--- config.mk ---
export PLATFORM = sky130hd
export DESIGN_NAME = tafn_ctrl
export DESIGN_NICKNAME = d
export VERILOG_FILES = /design/src/tafn_pkg.sv /design/src/tafn_ctrl.sv
export SDC_FILE = /design/constraint.sdc
export NUM_CORES = 1
export LEC_CHECK = 0
export BUFFER_PORTS_ARGS = -buffer_cell sky130_fd_sc_hd__buf_2
export CORE_MARGIN = 5
export CORE_UTILIZATION = 46
export DETAILED_ROUTE_END_ITERATION = 10
export HOLD_SLACK_MARGIN = 0.1
export PLACE_DENSITY = 0.66
export SYNTH_ARGS = -nofsm -noshare
export SYNTH_HDL_FRONTEND = slang
export SYNTH_SLANG_ARGS = --single-unit
--- constraint.sdc ---
create_clock -name i_clk -period 4 [get_ports i_clk]
set_input_delay 0.8 -clock i_clk [delete_from_list [all_inputs] [get_ports i_clk]]
set_output_delay 0.8 -clock i_clk [all_outputs]
set_load 0.05 [all_outputs]
--- src/tafn_pkg.sv ---
// ----------------------------------------------------------------------------
// tafn_pkg
// Shared widths, datapath commands and controller/datapath status for the
// triangle assembly and face normal block.
// ----------------------------------------------------------------------------
package tafn_pkg;

    localparam int COORD_WIDTH      = 16;
    localparam int NORMAL_FRAC_BITS = 14;
    localparam int NORMAL_WIDTH     = NORMAL_FRAC_BITS + 2;
    localparam int DIFF_WIDTH       = COORD_WIDTH + 1;
    localparam int PROD_WIDTH       = 2 * DIFF_WIDTH;
    localparam int CROSS_WIDTH      = PROD_WIDTH + 1;
    localparam int FIT_BIT          = 30;
    localparam int SUM_WIDTH        = 2 * FIT_BIT + 2;
    localparam int ROOT_WIDTH       = SUM_WIDTH / 2;
    localparam int ROOT_STEPS       = SUM_WIDTH / 2;
    localparam int QUOT_WIDTH       = FIT_BIT + NORMAL_FRAC_BITS + 1;
    localparam int STEP_WIDTH       = $clog2(QUOT_WIDTH + 1);
    localparam int MUL_STEPS        = 6;
    localparam int VERTEX_BITS      = 3 * COORD_WIDTH;
    localparam int IN_DATA_WIDTH    = ((VERTEX_BITS + 7) / 8) * 8;
    localparam int OUT_BITS         = 9 * COORD_WIDTH + 3 * NORMAL_WIDTH;
    localparam int OUT_DATA_WIDTH   = ((OUT_BITS + 7) / 8) * 8;

    typedef enum logic [3:0] {
        OP_NONE,
        OP_LOAD,
        OP_DIFF,
        OP_MUL,
        OP_ABS,
        OP_FIT,
        OP_SQR,
        OP_ROOT_INIT,
        OP_ROOT,
        OP_DIV_INIT,
        OP_DIV,
        OP_DIV_SAVE,
        OP_ZERO
    } t_op;

    typedef struct packed {
        t_op        op;
        logic [2:0] idx;
    } t_cmd;

    typedef struct packed {
        logic c_zero;
        logic fit_ok;
    } t_sts;

endpackage

--- src/tafn_ctrl.sv ---
// ----------------------------------------------------------------------------
// tafn_ctrl
// Sequencer: counts vertices into triangles and steps the datapath through
// differences, cross product, scaling, square root, three divisions or zero normal.
// ----------------------------------------------------------------------------
module tafn_ctrl (
    input  logic            i_clk,
    input  logic            i_rst_n,
    input  logic            i_accept,
    input  logic            i_out_free,
    input  tafn_pkg::t_sts  i_sts,
    output tafn_pkg::t_cmd  o_cmd,
    output logic            o_ready,
    output logic            o_done
);
    import tafn_pkg::*;

    typedef enum logic [3:0] {
        S_IDLE,
        S_DIFF,
        S_MUL,
        S_ABS,
        S_CHECK,
        S_FIT,
        S_SQR,
        S_RINIT,
        S_ROOT,
        S_DINIT,
        S_DIV,
        S_DSAVE,
        S_ZERO,
        S_DONE
    } t_state;

    t_state                r_state;
    logic [1:0]            r_count;
    logic [STEP_WIDTH-1:0] r_step;
    logic [1:0]            r_idx;

    assign o_ready = (r_state == S_IDLE);
    assign o_done  = (r_state == S_DONE) && i_out_free;

    always_comb begin
        o_cmd.op  = OP_NONE;
        o_cmd.idx = '0;
        case (r_state)
            S_IDLE: begin
                if (i_accept) begin
                    o_cmd.op  = OP_LOAD;
                    o_cmd.idx = {1'b0, r_count};
                end
            end
            S_DIFF:  o_cmd.op = OP_DIFF;
            S_MUL: begin
                o_cmd.op  = OP_MUL;
                o_cmd.idx = r_step[2:0];
            end
            S_ABS:   o_cmd.op = OP_ABS;
            S_FIT:   o_cmd.op = OP_FIT;
            S_SQR: begin
                o_cmd.op  = OP_SQR;
                o_cmd.idx = {1'b0, r_idx};
            end
            S_RINIT: o_cmd.op = OP_ROOT_INIT;
            S_ROOT:  o_cmd.op = OP_ROOT;
            S_DINIT: begin
                o_cmd.op  = OP_DIV_INIT;
                o_cmd.idx = {1'b0, r_idx};
            end
            S_DIV:   o_cmd.op = OP_DIV;
            S_DSAVE: begin
                o_cmd.op  = OP_DIV_SAVE;
                o_cmd.idx = {1'b0, r_idx};
            end
            S_ZERO:  o_cmd.op = OP_ZERO;
            default: o_cmd.op = OP_NONE;
        endcase
    end

    always_ff @(posedge i_clk) begin
        if (!i_rst_n) begin
            r_state <= S_IDLE;
            r_count <= '0;
            r_step  <= '0;
            r_idx   <= '0;
        end else begin
            case (r_state)
                S_IDLE: begin
                    if (i_accept) begin
                        if (r_count == 2'd2) begin
                            r_count <= '0;
                            r_state <= S_DIFF;
                        end else begin
                            r_count <= r_count + 2'd1;
                        end
                    end
                end
                S_DIFF: begin
                    r_step  <= '0;
                    r_state <= S_MUL;
                end
                S_MUL: begin
                    r_step <= r_step + STEP_WIDTH'(1);
                    if (r_step == STEP_WIDTH'(MUL_STEPS - 1)) begin
                        r_state <= S_ABS;
                    end
                end
                S_ABS:   r_state <= S_CHECK;
                S_CHECK: r_state <= i_sts.c_zero ? S_ZERO : S_FIT;
                S_FIT: begin
                    if (i_sts.fit_ok) begin
                        r_idx   <= '0;
                        r_state <= S_SQR;
                    end
                end
                S_SQR: begin
                    r_idx <= r_idx + 2'd1;
                    if (r_idx == 2'd2) begin
                        r_state <= S_RINIT;
                    end
                end
                S_RINIT: begin
                    r_step  <= '0;
                    r_state <= S_ROOT;
                end
                S_ROOT: begin
                    r_step <= r_step + STEP_WIDTH'(1);
                    if (r_step == STEP_WIDTH'(ROOT_STEPS - 1)) begin
                        r_idx   <= '0;
                        r_state <= S_DINIT;
                    end
                end
                S_DINIT: begin
                    r_step  <= '0;
                    r_state <= S_DIV;
                end
                S_DIV: begin
                    r_step <= r_step + STEP_WIDTH'(1);
                    if (r_step == STEP_WIDTH'(QUOT_WIDTH - 1)) begin
                        r_state <= S_DSAVE;
                    end
                end
                S_DSAVE: begin
                    r_idx   <= r_idx + 2'd1;
                    r_state <= (r_idx == 2'd2) ? S_DONE : S_DINIT;
                end
                S_ZERO: r_state <= S_DONE;
                S_DONE: begin
                    if (i_out_free) begin
                        r_state <= S_IDLE;
                    end
                end
                default: r_state <= S_IDLE;
            endcase
        end
    end

    property p_load_only_idle;
        @(posedge i_clk) disable iff (!i_rst_n)
        (o_cmd.op == OP_LOAD) |-> (r_state == S_IDLE);
    endproperty
    a_load_only_idle: assert property (p_load_only_idle)
        else $error("vertex load outside idle");

    property p_count_range;
        @(posedge i_clk) disable iff (!i_rst_n)
        r_count != 2'd3;
    endproperty
    a_count_range: assert property (p_count_range)
        else $error("vertex count out of range");

    property p_done_leaves;
        @(posedge i_clk) disable iff (!i_rst_n)
        o_done |=> (r_state == S_IDLE);
    endproperty
    a_done_leaves: assert property (p_done_leaves)
        else $error("controller stuck after done");

endmodule

==> run_results.csv <==
group,metric,value,unit
timing,maxSlewHeadroom,41.3,%
cts,htree_levels,1,
die,core,2480,sq um
timing,grt_setup_unrepaired,"no",
timing,fin_tns_setup,0,ns
logic_synthesis,ys.flop_type,"dfxtp_1",
logic_synthesis,syn-num-nets,158,
layout,num-fill-cells,246,
timing,slew_violations,0,
grt,grt_overflow,0,
cts,cts_root_buf,"clkbuf_4",
logic_synthesis,synth-xor-area-share,0,%
routing,wl_met3,128,microns
cts,clk_latency,0.28,ns
timing,worst_slew_pin_slew,0.879,ns
routing,drt_wl_total,2.68,mm
logic_synthesis,muxShareOfSynthArea,4.28,%
routing,highest_layer,"met4",
layout,nets,167,
run,max_cap_violations,0,
logic_synthesis,async_reset_ff_share,0,%
power,sw_frac_of_total,53.2,%
place,port-buffer-count,14,
routing,first_pass_iters,4,
logic_synthesis,yosysSeqAreaShare,23.4,%
logic_synthesis,synth_seq_cells,14,
layout,drive_above_1_share,18.8,%
routing,wl_met1,1.30,mm
worst_hold_path,min_path_type,"reg2reg",
logic_synthesis,netlist.area_leader.share,23.4,%
cts,cts_buffer_depth,2,
logic_synthesis,yosysWarnings,0,
die,rows,18,
setup_path,crit_fanout,27,
routing,first_iter_violations,50,
power,power_frac_comb,56.2,%
logic_synthesis,synthesis.area,1200,sq um
die,die_area,3730,sq um
timing,post-route-min-period,2.91,ns
logic_synthesis,yosys.area_share.simple,27.0,%
timing,holdWs,0.505,ns
grt,antenna_found_initial,0,
setup_path,crit_arrival,2.11,ns
grt,grt_pass1_vias,957,
cts,numCtsBuffers,3,
cts,cts_hold_buffers,0,
logic_synthesis,synthTopCellsByArea,"dfxtp_1 23%, ha_1 5.2%, o21ai_0 4.2%",
place,place_congestion,0.790,
logic_synthesis,syn_inst,147,
logic_synthesis,synth_top_family_by_area,"compound AO/OA/AOI/OAI gates",
timing,period_share,72.9,%
logic_synthesis,avgSynthCellArea,8.16,sq um
setup_path,end_kind,"primary output",
die,ios,15,
logic_synthesis,synthMostInstantiatedCell,"dfxtp_1",
layout,finalNonFillerCells,184,
power,p_seq_share,33.2,%
power,intPower,358,uW
layout,num_antenna_cells,0,
cts,postCtsResizedCells,0,
logic_synthesis,synthAdderAreaFrac,5.21,%
cts,cts_setup_buffers,0,
layout,multi_input_area,813,sq um
power,switchingPower,406,uW
power,power.density,610,nW/um^2
setup_path,crit_type,"reg2out",
routing,drc,0,
cts,cts_tree,"built",
routing,wl_per_cell,14.6,microns
power,power.leakage,0.469,nW
routing,detailroute.via_count,1105,
timing,clock.fmax,343,MHz
grt,grtUsageTotal,15.7,%
logic_synthesis,ys_types,53,
timing,setup_viol,0,
timing,fin_skew,0.00193,ns
layout,syn_to_final_growth,4.48,%
logic_synthesis,synthTopCellsByCount,"14 x dfxtp_1, 12 x nand2_1, 10 x o21ai_0",
routing,met2_length,1.22,mm
place,dp.cells,181,
grt,grt_pass1_wl,4.44,mm
power,clkPwrFrac,10.6,%
layout,seq_area,280,sq um
power,ir_drop,0.000354,V
die,initial_core_util,48.4,%
logic_synthesis,synth-edff-count,0,
setup_path,crit_path_start_kind,"register",
cts,cts_num_sinks,14,
place,hpwlAfterDp,1.88,mm
die,die_h,61.1,microns
timing,finalHoldViolations,0,
die,die-width,61.1,microns
routing,routed_via_density,6.01,
cts,cts.clk_slew.worst_paths,0.08,ns
run_status,status,"completed",
setup_path,required,3.20,ns
logic_synthesis,synth-compound-area-share,31.3,%
grt,grt_max_degree,28,
routing,postRouteAntennaNets,0,
logic_synthesis,yosysTopAreaCell,"dfxtp_1",
[power groups by stage]
stage	sequential, mW	clock [mW]	combinational (mW)
CTS	0.253	0.0844	0.430
floorplan	0.191	0	0.430
global placement	0.253	0	0.422
detailed placement	0.256	0	0.426
global route	0.265	0.0871	0.462
finish	0.254	0.0814	0.429
[registers in the layout, indices dropped and copies added (netlist names)]
signal,cells
r_step,6
r_state,4
r_count,2
r_idx,2
[cell families after synthesis]
| kind of cell | count (synthesis) |
|---|---|
| simple gates | 55 |
| flops | 14 |
| compound gates | 50 |
| fa+ha+maj | 5 |
| mux | 5 |
| buf+inv | 18 |
[worst max-delay path, cell delays in order, from the launching register on]
cell	delay, ns
dfxtp_1	0.90
nand2b_1	0.24
nor2_1	0.21
a22oi_1	0.11
o21ai_1	0.08
buf_2	0.28
[final cells by class]
type | instances | area share, %
inverter | 8 | 2.40
sequential | 14 | 22.4
tap | 30 | 2.99
timing repair buffer | 14 | 5.59
multi-input combinational | 115 | 64.9
clock buffer | 3 | 1.80
[layout by cell type (no fill, tap or decap), types with 2 or more instances in the layout]
cell	netlist	layout
a21o_1	4	4
a21oi_1	6	6
a31oi_1	4	4
a32oi_1	2	2
and2_1	4	4
buf_2	4	14
clkbuf_4	0	3
dfxtp_1	14	14
ha_1	5	5
inv_1	8	8
mux2i_1	4	4
nand2_1	12	12
nand2b_1	4	4
nand3_1	6	6
nand3b_1	3	3
nor2_1	7	7
nor2b_1	3	3
nor4_1	2	2
o211ai_1	3	3
o21ai_0	10	10
o21ai_1	3	3
o21ai_2	2	2
o22ai_1	2	2
o31ai_1	2	2
[path summary, 6_finish.rpt]
| path | startpoint | endpoint | slack (ns) | depth (start not counted) |
|---|---|---|---|---|
| setup / recovery | r_state[1] | o_cmd[1] | 1.09 | 5 |
| hold reg to reg | r_step[3] | r_step[3] | 0.50 | 1 |
| hold / removal | r_step[3] | r_step[3] | 0.50 | 1 |
| setup reg to reg | r_state[1] | r_step[2] | 1.93 | 5 |
[metal layers]
metal  track usage (%)  vias to the layer above
met2              24.5                       23
met3              2.52                        5
met1              21.8                      515
met4              5.57                        0
met5                 0                        -
li1                  -                      562
[per-stage QoR]
stage	setup slack (ns)	total power, mW	util [%]	instance area, sq um
after global routing	0.889	0.814	50.6	1250
after global placement	1.43	0.675	49.7	1230
after CTS	1.11	0.767	50.6	1250
after detailed placement	1.43	0.682	49.7	1230
final	1.09	0.765	50.6	1250
after floorplan	0.922	0.621	-	1200
Note: power is estimated with default switching activity, not from simulation.
